[src/hdl/lecb_pkg.sv]
// Package for the LED error-code blinker: widths, phase and place codes,
// register indexes, reset values, shared types and digit helper functions.
// Has no dependencies.
package lecb_pkg;

    localparam int COUNT_WIDTH = 16;
    localparam int DUR_W       = 16;
    localparam int CODE_W      = 10;
    localparam int LEN_W       = ((COUNT_WIDTH > DUR_W) ? COUNT_WIDTH : DUR_W) + 1;
    localparam int APB_ADDR_W  = 5;
    localparam int APB_DATA_W  = 32;
    localparam int REG_IDX_W   = 3;
    localparam int DIGIT_W     = 4;

    localparam logic [LEN_W-1:0]  LEN_CAP  = LEN_W'(1) << COUNT_WIDTH;
    localparam logic [CODE_W-1:0] CODE_MAX = CODE_W'(999);

    localparam logic [1:0] PH_LIT  = 2'd0;
    localparam logic [1:0] PH_DARK = 2'd1;
    localparam logic [1:0] PH_DGAP = 2'd2;
    localparam logic [1:0] PH_RGAP = 2'd3;

    localparam logic [1:0] PL_HUND  = 2'd0;
    localparam logic [1:0] PL_TENS  = 2'd1;
    localparam logic [1:0] PL_UNITS = 2'd2;
    localparam logic [1:0] PL_RGAP  = 2'd3;

    localparam logic [REG_IDX_W-1:0] REG_CODE = 3'd0;
    localparam logic [REG_IDX_W-1:0] REG_ON   = 3'd1;
    localparam logic [REG_IDX_W-1:0] REG_OFF  = 3'd2;
    localparam logic [REG_IDX_W-1:0] REG_DGAP = 3'd3;
    localparam logic [REG_IDX_W-1:0] REG_RGAP = 3'd4;

    localparam logic [CODE_W-1:0] RST_CODE = '0;
    localparam logic [DUR_W-1:0]  RST_ON   = DUR_W'(100);
    localparam logic [DUR_W-1:0]  RST_OFF  = DUR_W'(100);
    localparam logic [DUR_W-1:0]  RST_DGAP = DUR_W'(500);
    localparam logic [DUR_W-1:0]  RST_RGAP = DUR_W'(2000);

    typedef struct packed {
        logic [DIGIT_W-1:0] hund;
        logic [DIGIT_W-1:0] tens;
        logic [DIGIT_W-1:0] units;
    } t_digits;

    typedef struct packed {
        logic [1:0]         phase;
        logic [1:0]         place;
        logic [DIGIT_W-1:0] blinks;
    } t_seq;

    typedef struct packed {
        logic             code_wr;
        t_digits          digits_new;
        logic [DUR_W-1:0] on_ticks;
        logic [DUR_W-1:0] off_ticks;
        logic [DUR_W-1:0] dgap_ticks;
        logic [DUR_W-1:0] rgap_ticks;
    } t_cfg;

    localparam t_seq SEQ_RST = '{phase: PH_RGAP, place: PL_RGAP, blinks: '0};

    // Division by 100 and 10 through reciprocal multiplies; exact for codes up to 999.
    function automatic t_digits code_digits(input logic [CODE_W-1:0] code);
        logic [CODE_W-1:0]  c;
        logic [15:0]        prod_h;
        logic [6:0]         rem;
        logic [14:0]        prod_t;
        logic [DIGIT_W-1:0] h;
        logic [DIGIT_W-1:0] t;
        t_digits            d;
        c      = (code > CODE_MAX) ? CODE_MAX : code;
        prod_h = {6'd0, c} * 16'd41;
        h      = prod_h[15:12];
        rem    = 7'(c - ({6'd0, h} * 10'd100));
        prod_t = {8'd0, rem} * 15'd205;
        t      = prod_t[14:11];
        d.hund  = h;
        d.tens  = t;
        d.units = 4'(rem - ({3'd0, t} * 7'd10));
        return d;
    endfunction

    // First place at or after start that has blinks, else the repeat gap.
    function automatic t_seq enter_place(input t_digits d, input logic [1:0] start);
        t_seq               s;
        logic [DIGIT_W-1:0] dg;
        logic               found;
        s     = SEQ_RST;
        found = 1'b0;
        for (int p = 0; p < 3; p++) begin
            dg = (p == 0) ? d.hund : ((p == 1) ? d.tens : d.units);
            if (!found && (2'(p) >= start) && (dg != '0)) begin
                s.phase = PH_LIT;
                s.place = 2'(p);
                s.blinks = dg;
                found = 1'b1;
            end
        end
        return s;
    endfunction

endpackage

[src/hdl/led_error_code_blinker_core.sv]
// Top level of the LED error-code blinker: stream ports, result register and
// APB port. Instantiates lecb_cfg_regs and lecb_seq; depends on lecb_pkg.
//
//   Channel   Direction  Beat contents
//   s_axis    in         tdata[0] tick_elapsed
//   m_axis    out        tdata[0] led_on, tdata[2:1] digit_place
//   apb       in/out     five registers at byte addresses 0, 4, 8, 12, 16
//
// One beat is taken per clock while s_axis_tready is high; its result is captured
// in the output register at the accepting edge, and the sequencer state is updated at the same edge.
// s_axis_tready stays high while the output register is empty or being drained.
// Reset is synchronous and leaves the sequencer in the repeat gap with code 0.
module led_error_code_blinker_core (
    input  logic                            i_clk,
    input  logic                            i_rst_n,
    input  logic                            s_axis_tvalid,
    output logic                            s_axis_tready,
    input  logic [7:0]                      s_axis_tdata,   // [0] tick_elapsed
    output logic                            m_axis_tvalid,
    input  logic                            m_axis_tready,
    output logic [7:0]                      m_axis_tdata,   // [0] led_on, [2:1] digit_place
    input  logic                            psel,
    input  logic                            penable,
    input  logic                            pwrite,
    input  logic [lecb_pkg::APB_ADDR_W-1:0] paddr,
    input  logic [lecb_pkg::APB_DATA_W-1:0] pwdata,
    output logic [lecb_pkg::APB_DATA_W-1:0] prdata,
    output logic                            pready
);

    lecb_pkg::t_cfg cfg;
    logic           accept;
    logic           cur_led_on;
    logic [1:0]     cur_place;
    logic           r_out_valid;
    logic           r_led_on;
    logic [1:0]     r_place;

    assign pready        = 1'b1;
    assign s_axis_tready = !r_out_valid || m_axis_tready;
    assign accept        = s_axis_tvalid && s_axis_tready;

    lecb_cfg_regs u_cfg (
        .i_clk     (i_clk),
        .i_rst_n   (i_rst_n),
        .i_psel    (psel),
        .i_penable (penable),
        .i_pwrite  (pwrite),
        .i_paddr   (paddr),
        .i_pwdata  (pwdata),
        .o_prdata  (prdata),
        .o_cfg     (cfg)
    );

    lecb_seq u_seq (
        .i_clk    (i_clk),
        .i_rst_n  (i_rst_n),
        .i_cfg    (cfg),
        .i_step   (accept),
        .i_tick   (s_axis_tdata[0]),
        .o_led_on (cur_led_on),
        .o_place  (cur_place)
    );

    always_ff @(posedge i_clk) begin
        if (!i_rst_n) begin
            r_out_valid <= 1'b0;
        end else if (accept) begin
            r_out_valid <= 1'b1;
        end else if (m_axis_tready) begin
            r_out_valid <= 1'b0;
        end
    end

    always_ff @(posedge i_clk) begin
        if (accept) begin
            r_led_on <= cur_led_on;
            r_place  <= cur_place;
        end
    end

    assign m_axis_tvalid = r_out_valid;
    assign m_axis_tdata  = {5'd0, r_place, r_led_on};

endmodule

[src/hdl/lecb_cfg_regs.sv]
// Configuration register bank of the LED error-code blinker with its APB port.
// Depends on lecb_pkg for widths, register indexes, reset values and digit split.
module lecb_cfg_regs (
    input  logic                           i_clk,
    input  logic                           i_rst_n,
    input  logic                           i_psel,
    input  logic                           i_penable,
    input  logic                           i_pwrite,
    input  logic [lecb_pkg::APB_ADDR_W-1:0] i_paddr,
    input  logic [lecb_pkg::APB_DATA_W-1:0] i_pwdata,
    output logic [lecb_pkg::APB_DATA_W-1:0] o_prdata,
    output lecb_pkg::t_cfg                 o_cfg
);

    logic [lecb_pkg::CODE_W-1:0]    r_code;
    logic [lecb_pkg::DUR_W-1:0]     r_on;
    logic [lecb_pkg::DUR_W-1:0]     r_off;
    logic [lecb_pkg::DUR_W-1:0]     r_dgap;
    logic [lecb_pkg::DUR_W-1:0]     r_rgap;
    logic [lecb_pkg::REG_IDX_W-1:0] idx;
    logic                           wr_en;

    assign idx   = i_paddr[lecb_pkg::APB_ADDR_W-1:2];
    assign wr_en = i_psel && i_penable && i_pwrite;

    always_ff @(posedge i_clk) begin
        if (!i_rst_n) begin
            r_code <= lecb_pkg::RST_CODE;
            r_on   <= lecb_pkg::RST_ON;
            r_off  <= lecb_pkg::RST_OFF;
            r_dgap <= lecb_pkg::RST_DGAP;
            r_rgap <= lecb_pkg::RST_RGAP;
        end else if (wr_en) begin
            case (idx)
                lecb_pkg::REG_CODE: r_code <= i_pwdata[lecb_pkg::CODE_W-1:0];
                lecb_pkg::REG_ON:   r_on   <= i_pwdata[lecb_pkg::DUR_W-1:0];
                lecb_pkg::REG_OFF:  r_off  <= i_pwdata[lecb_pkg::DUR_W-1:0];
                lecb_pkg::REG_DGAP: r_dgap <= i_pwdata[lecb_pkg::DUR_W-1:0];
                lecb_pkg::REG_RGAP: r_rgap <= i_pwdata[lecb_pkg::DUR_W-1:0];
                default: ;
            endcase
        end
    end

    always_comb begin
        case (idx)
            lecb_pkg::REG_CODE: o_prdata = lecb_pkg::APB_DATA_W'(r_code);
            lecb_pkg::REG_ON:   o_prdata = lecb_pkg::APB_DATA_W'(r_on);
            lecb_pkg::REG_OFF:  o_prdata = lecb_pkg::APB_DATA_W'(r_off);
            lecb_pkg::REG_DGAP: o_prdata = lecb_pkg::APB_DATA_W'(r_dgap);
            lecb_pkg::REG_RGAP: o_prdata = lecb_pkg::APB_DATA_W'(r_rgap);
            default:            o_prdata = '0;
        endcase
    end

    always_comb begin
        o_cfg.code_wr    = wr_en && (idx == lecb_pkg::REG_CODE);
        o_cfg.digits_new = lecb_pkg::code_digits(i_pwdata[lecb_pkg::CODE_W-1:0]);
        o_cfg.on_ticks   = r_on;
        o_cfg.off_ticks  = r_off;
        o_cfg.dgap_ticks = r_dgap;
        o_cfg.rgap_ticks = r_rgap;
    end

endmodule

[src/hdl/lecb_seq.sv]
// Blink sequencer of the LED error-code blinker: phase, place, blink count and
// tick counter, stepped by accepted beats with tick set. Depends on lecb_pkg.
module lecb_seq (
    input  logic           i_clk,
    input  logic           i_rst_n,
    input  lecb_pkg::t_cfg i_cfg,
    input  logic           i_step,
    input  logic           i_tick,
    output logic           o_led_on,
    output logic [1:0]     o_place
);

    lecb_pkg::t_seq                     r_seq;
    lecb_pkg::t_seq                     n_seq;
    logic [lecb_pkg::COUNT_WIDTH-1:0]   r_count;
    logic [lecb_pkg::COUNT_WIDTH-1:0]   n_count;
    lecb_pkg::t_digits                  r_digits;
    logic [lecb_pkg::DUR_W-1:0]         len_raw;
    logic [lecb_pkg::LEN_W-1:0]         len;
    logic [lecb_pkg::LEN_W-1:0]         cnt_inc;
    logic [lecb_pkg::DIGIT_W-1:0]       blinks_dec;

    always_comb begin
        case (r_seq.phase)
            lecb_pkg::PH_LIT:  len_raw = i_cfg.on_ticks;
            lecb_pkg::PH_DARK: len_raw = i_cfg.off_ticks;
            lecb_pkg::PH_DGAP: len_raw = i_cfg.dgap_ticks;
            default:           len_raw = i_cfg.rgap_ticks;
        endcase
        if (len_raw == '0) begin
            len = lecb_pkg::LEN_W'(1);
        end else if (lecb_pkg::LEN_W'(len_raw) > lecb_pkg::LEN_CAP) begin
            len = lecb_pkg::LEN_CAP;
        end else begin
            len = lecb_pkg::LEN_W'(len_raw);
        end
        cnt_inc    = lecb_pkg::LEN_W'(r_count) + lecb_pkg::LEN_W'(1);
        blinks_dec = (r_seq.blinks != '0) ? (r_seq.blinks - lecb_pkg::DIGIT_W'(1)) : '0;

        n_seq   = r_seq;
        n_count = r_count;
        if (i_cfg.code_wr) begin
            n_seq   = lecb_pkg::enter_place(i_cfg.digits_new, lecb_pkg::PL_HUND);
            n_count = '0;
        end else if (i_step && i_tick) begin
            if (cnt_inc < len) begin
                n_count = cnt_inc[lecb_pkg::COUNT_WIDTH-1:0];
            end else begin
                n_count = '0;
                case (r_seq.phase)
                    lecb_pkg::PH_LIT: begin
                        n_seq.phase = lecb_pkg::PH_DARK;
                    end
                    lecb_pkg::PH_DARK: begin
                        n_seq.blinks = blinks_dec;
                        if (blinks_dec != '0) begin
                            n_seq.phase = lecb_pkg::PH_LIT;
                        end else if (r_seq.place < lecb_pkg::PL_UNITS) begin
                            n_seq.phase = lecb_pkg::PH_DGAP;
                        end else begin
                            n_seq.place = lecb_pkg::PL_RGAP;
                            n_seq.phase = lecb_pkg::PH_RGAP;
                        end
                    end
                    lecb_pkg::PH_DGAP: begin
                        n_seq = lecb_pkg::enter_place(r_digits, r_seq.place + 2'd1);
                    end
                    default: begin
                        n_seq = lecb_pkg::enter_place(r_digits, lecb_pkg::PL_HUND);
                    end
                endcase
            end
        end
    end

    always_ff @(posedge i_clk) begin
        if (!i_rst_n) begin
            r_seq    <= lecb_pkg::SEQ_RST;
            r_count  <= '0;
            r_digits <= '0;
        end else begin
            r_seq   <= n_seq;
            r_count <= n_count;
            if (i_cfg.code_wr) begin
                r_digits <= i_cfg.digits_new;
            end
        end
    end

    assign o_led_on = (r_seq.phase == lecb_pkg::PH_LIT);
    assign o_place  = r_seq.place;

endmodule
[config.mk]
export PLATFORM = sky130hd
export DESIGN_NAME = led_error_code_blinker_core
export DESIGN_NICKNAME = d
export VERILOG_FILES = /design/src/hdl/lecb_pkg.sv /design/src/hdl/led_error_code_blinker_core.sv /design/src/hdl/lecb_cfg_regs.sv /design/src/hdl/lecb_seq.sv
export SDC_FILE = /design/constraint.sdc
export NUM_CORES = 1
export LEC_CHECK = 0
export ABC_CLOCK_PERIOD_IN_PS = 30400
export BUFFER_PORTS_ARGS = -buffer_cell sky130_fd_sc_hd__buf_2
export CAP_MARGIN = 30
export CORE_UTILIZATION = 50
export CTS_BUF_LIST = sky130_fd_sc_hd__clkbuf_8
export DETAILED_ROUTE_END_ITERATION = 7
export PLACE_DENSITY = 0.73
export SLEW_MARGIN = 25
export SYNTH_ARGS = -nofsm -noshare
export SYNTH_HDL_FRONTEND = slang
export SYNTH_HIERARCHICAL = 1
export SYNTH_SLANG_ARGS = --single-unit
[constraint.sdc]
create_clock -name i_clk -period 30.4 [get_ports i_clk]
set_clock_uncertainty 0.05 [all_clocks]
set_input_delay 6.08 -clock i_clk [delete_from_list [all_inputs] [get_ports i_clk]]
set_output_delay 6.08 -clock i_clk [all_outputs]
set_load 0.05 [all_outputs]
==> reports/results.ini <==
[layout]
mostFrequentLayoutCells=nand2_1, dfxtp_1, ha_1
antenna_cells=0
fin_nets=1260
drive_above_1_share=0.116
seqCellArea_mm2=0.00231
multiInputGateArea_mm2=0.00596
fillers=1630
final-instance-count-excl-fill=1341
final_common_cell=nand2_1
syn2layout_area_growth_pct=7.16

[setup_path]
slowest_stage=xnor2_1
endpoint=u_seq/r_seq[6]
crit_required_ns=30.75
critPathLaunchType=input port
critPathKind=in2reg
regToRegStartpoint=u_seq/r_seq[6]
rrSetupSlack_ns=25.91
cp_max_fo=8
cpMostUsedCell=ha_1
critPathArrivalTime_ns=16.15
ff2ff_path_depth=11
cp-startpoint=pwdata[6]
critical-path-max-stage-delay_ns=0.64
endpoint_kind=flip-flop
r2r_end=u_seq/r_seq[6]

[clocking]
ctsLongestPathBuffers=2
root_buffer=clkbuf_8
cts_hold_buf=0
post_cts.repair.setup_buffers=0
numClockSinks=114
cts_resized=0
numCtsBuffers=17
cts_tree=yes
clk_latency_ns=0.45
ctsHtreeMaxLevel=4
clk_pin_slew_ns=0.07

[route]
vias=7839
routedWlPerCell_um=16.5
vias_per_cell=5.85
drtIter0Drc=630
wirelength_um=22100
detail-route-antenna-nets=0
first_pass_iters=6
drc=0

[hold_path]
hold_class=reg2reg

[die]
rows=48
die-width_um=135
core_area_mm2=0.0174
start_util=0.513
die_h_um=135
ioPinCount=95
die_area_mm2=0.0183

[synth]
synth.area.top_cells=dfxtp_1, ha_1, nand2_1
yosysWarnings=6
ys_ff_latch=114
yosysSeqAreaShare=0.260
synth_flop_cell=dfxtp_1
synth-edff-count=3
yosys.area_share.adder=0.160
synthDistinctLibCells=87
yosys.area_share.simple=0.206
syn_avg_cell_area_um2=8.12
synth_compound_area_frac=0.210
synth_top_family_by_area=compound AO/OA/AOI/OAI gates
synth-xor-area-share=0.0391
synthArstFlopShare=0
syn-cell-area_mm2=0.00890
yosys.area.top_type=dfxtp_1
yosys.area.top_type_share=0.250
synth_mux_area_frac=0.0450
syn_inst=1095

[sta]
relSlewSlack=0.391
setup-violations-final=0
tightest_slew_ns=0.914
fin_crit_sh=0.520
rsz0062_at_grt=no
tns_ns=0
period_minus_slack_ns=15.81
drv_slew=0
finalHoldViolations=0
fmax_ghz=0.0633

[placement]
place_inst=1308
gp_congestion=0.844
io_buffers=47
dp.final_hpwl_um=15700

[global_route]
grt_pass1_wl_um=36300
grt_pass1_vias=7218
grt_antenna_before_repair=0
grt_usage=0.252
grt-ovfl-total=0
grt_max_degree=100

[pwr]
ir_drop_uv=168
power_density_mw_per_mm2=131
leakagePower_uw=0.00424

[job]
drv_cap=0

[outcome]
status=finished, final reports clean

==> cells by family (layout without fill, tap and decap cells) <==
kind of cell | count (synthesis) | after routing
simple gates | 383 | 383
compound gates | 263 | 263
buf+inv | 154 | 156
flops | 114 | 114
fa+ha+maj | 106 | 106
mux | 38 | 38
xor+xnor | 34 | 34
other cells | 3 | 22
==> metal layers <==
| layer | vias up | wire, um | GRT usage |
|---|---|---|---|
| met5 | - | 0 | 0 |
| met4 | 0 | 173 | 0.0687 |
| met3 | 16 | 1570 | 0.0505 |
| met2 | 263 | 10000 | 0.396 |
| met1 | 3723 | 10400 | 0.348 |
| li1 | 3837 | - | - |
==> area by class of cell <==
| type | instances | share of cell area |
|---|---|---|
| Tap cell | 225 | 0.0295 |
| Timing Repair Buffer | 58 | 0.0339 |
| Clock buffer | 18 | 0.0260 |
| Sequential cell | 114 | 0.243 |
| Inverter | 66 | 0.0260 |
| Clock inverter | 14 | 0.0164 |
| Multi-Input combinational cell | 846 | 0.626 |
==> worst max-delay path, delay by kind of cell <==
kind | cells | cell delay (ns)
AO/OA/AOI/OAI | 12 | 1.95
XOR/XNOR | 6 | 1.67
adder cells (fa/ha/maj) | 12 | 4.23
buffers and inverters | 6 | 0.43
AND/OR/NAND/NOR | 10 | 1.77
==> worst min path at each step <==
stage	startpoint	to	slack (ns)	cells past startpoint
final	u_cfg/r_code[7]	u_cfg/r_code[7]	0.42	2
after global routing	u_cfg/r_dgap[15]	u_cfg/r_dgap[15]	0.44	2
after CTS	u_cfg/r_code[6]	u_cfg/r_code[6]	0.42	2
after detailed placement	u_cfg/r_code[6]	u_cfg/r_code[6]	0.41	2
after global placement	u_cfg/r_code[0]	u_cfg/r_code[0]	0.41	2
after floorplan	u_cfg/r_code[0]	u_cfg/r_code[0]	0.39	2
==> power by group <==
group / internal (uW) / leakage [uW] / total, uW / switching, uW
clock network: 75.8 / 0.000204 / 145 / 69.6
logic: 388 / 0.00311 / 945 / 556
registers: 155 / 0.000921 / 160 / 5.79
==> per-stage QoR <==
stage / setup WS (ns) / area (um^2) / utilization / hold slack (ns) / power, uW
2_1_floorplan: 15.11 / 8970 / - / 0.391 / 893
3_3_place_gp: 14.22 / 9090 / 0.524 / 0.405 / 1070
3_5_place_dp: 14.15 / 9120 / 0.525 / 0.412 / 1100
4_1_cts: 14.60 / 9520 / 0.549 / 0.422 / 1250
5_1_grt: 13.94 / 9530 / 0.549 / 0.444 / 1400
6_report: 14.59 / 9530 / 0.549 / 0.422 / 1250
==> flip-flops by register name, summed over array words and instances (netlist names), 2 cells and up <==
name            count
r_place             2
u_cfg/r_code       10
u_cfg/r_dgap       16
u_cfg/r_off        16
u_cfg/r_on         16
u_cfg/r_rgap       16
u_seq/o_place       2
u_seq/r_count      16
u_seq/r_digits     12
u_seq/r_seq         6
==> synthesized netlist by cell type, types with 14 or more instances <==
cell      number
a22oi_1       14
ha_1          92
mux2i_1       31
o21ai_0       20
nor2b_1       18
nand2_1      190
inv_1         64
a21o_1        24
a21boi_0      58
clkbuf_1      49
nand3_1       33
and3_1        16
nor2_1        43
buf_4         25
a21oi_1       57
xnor2_1       22
dfxtp_1      111
Note: power is estimated with default switching activity, not from simulation.
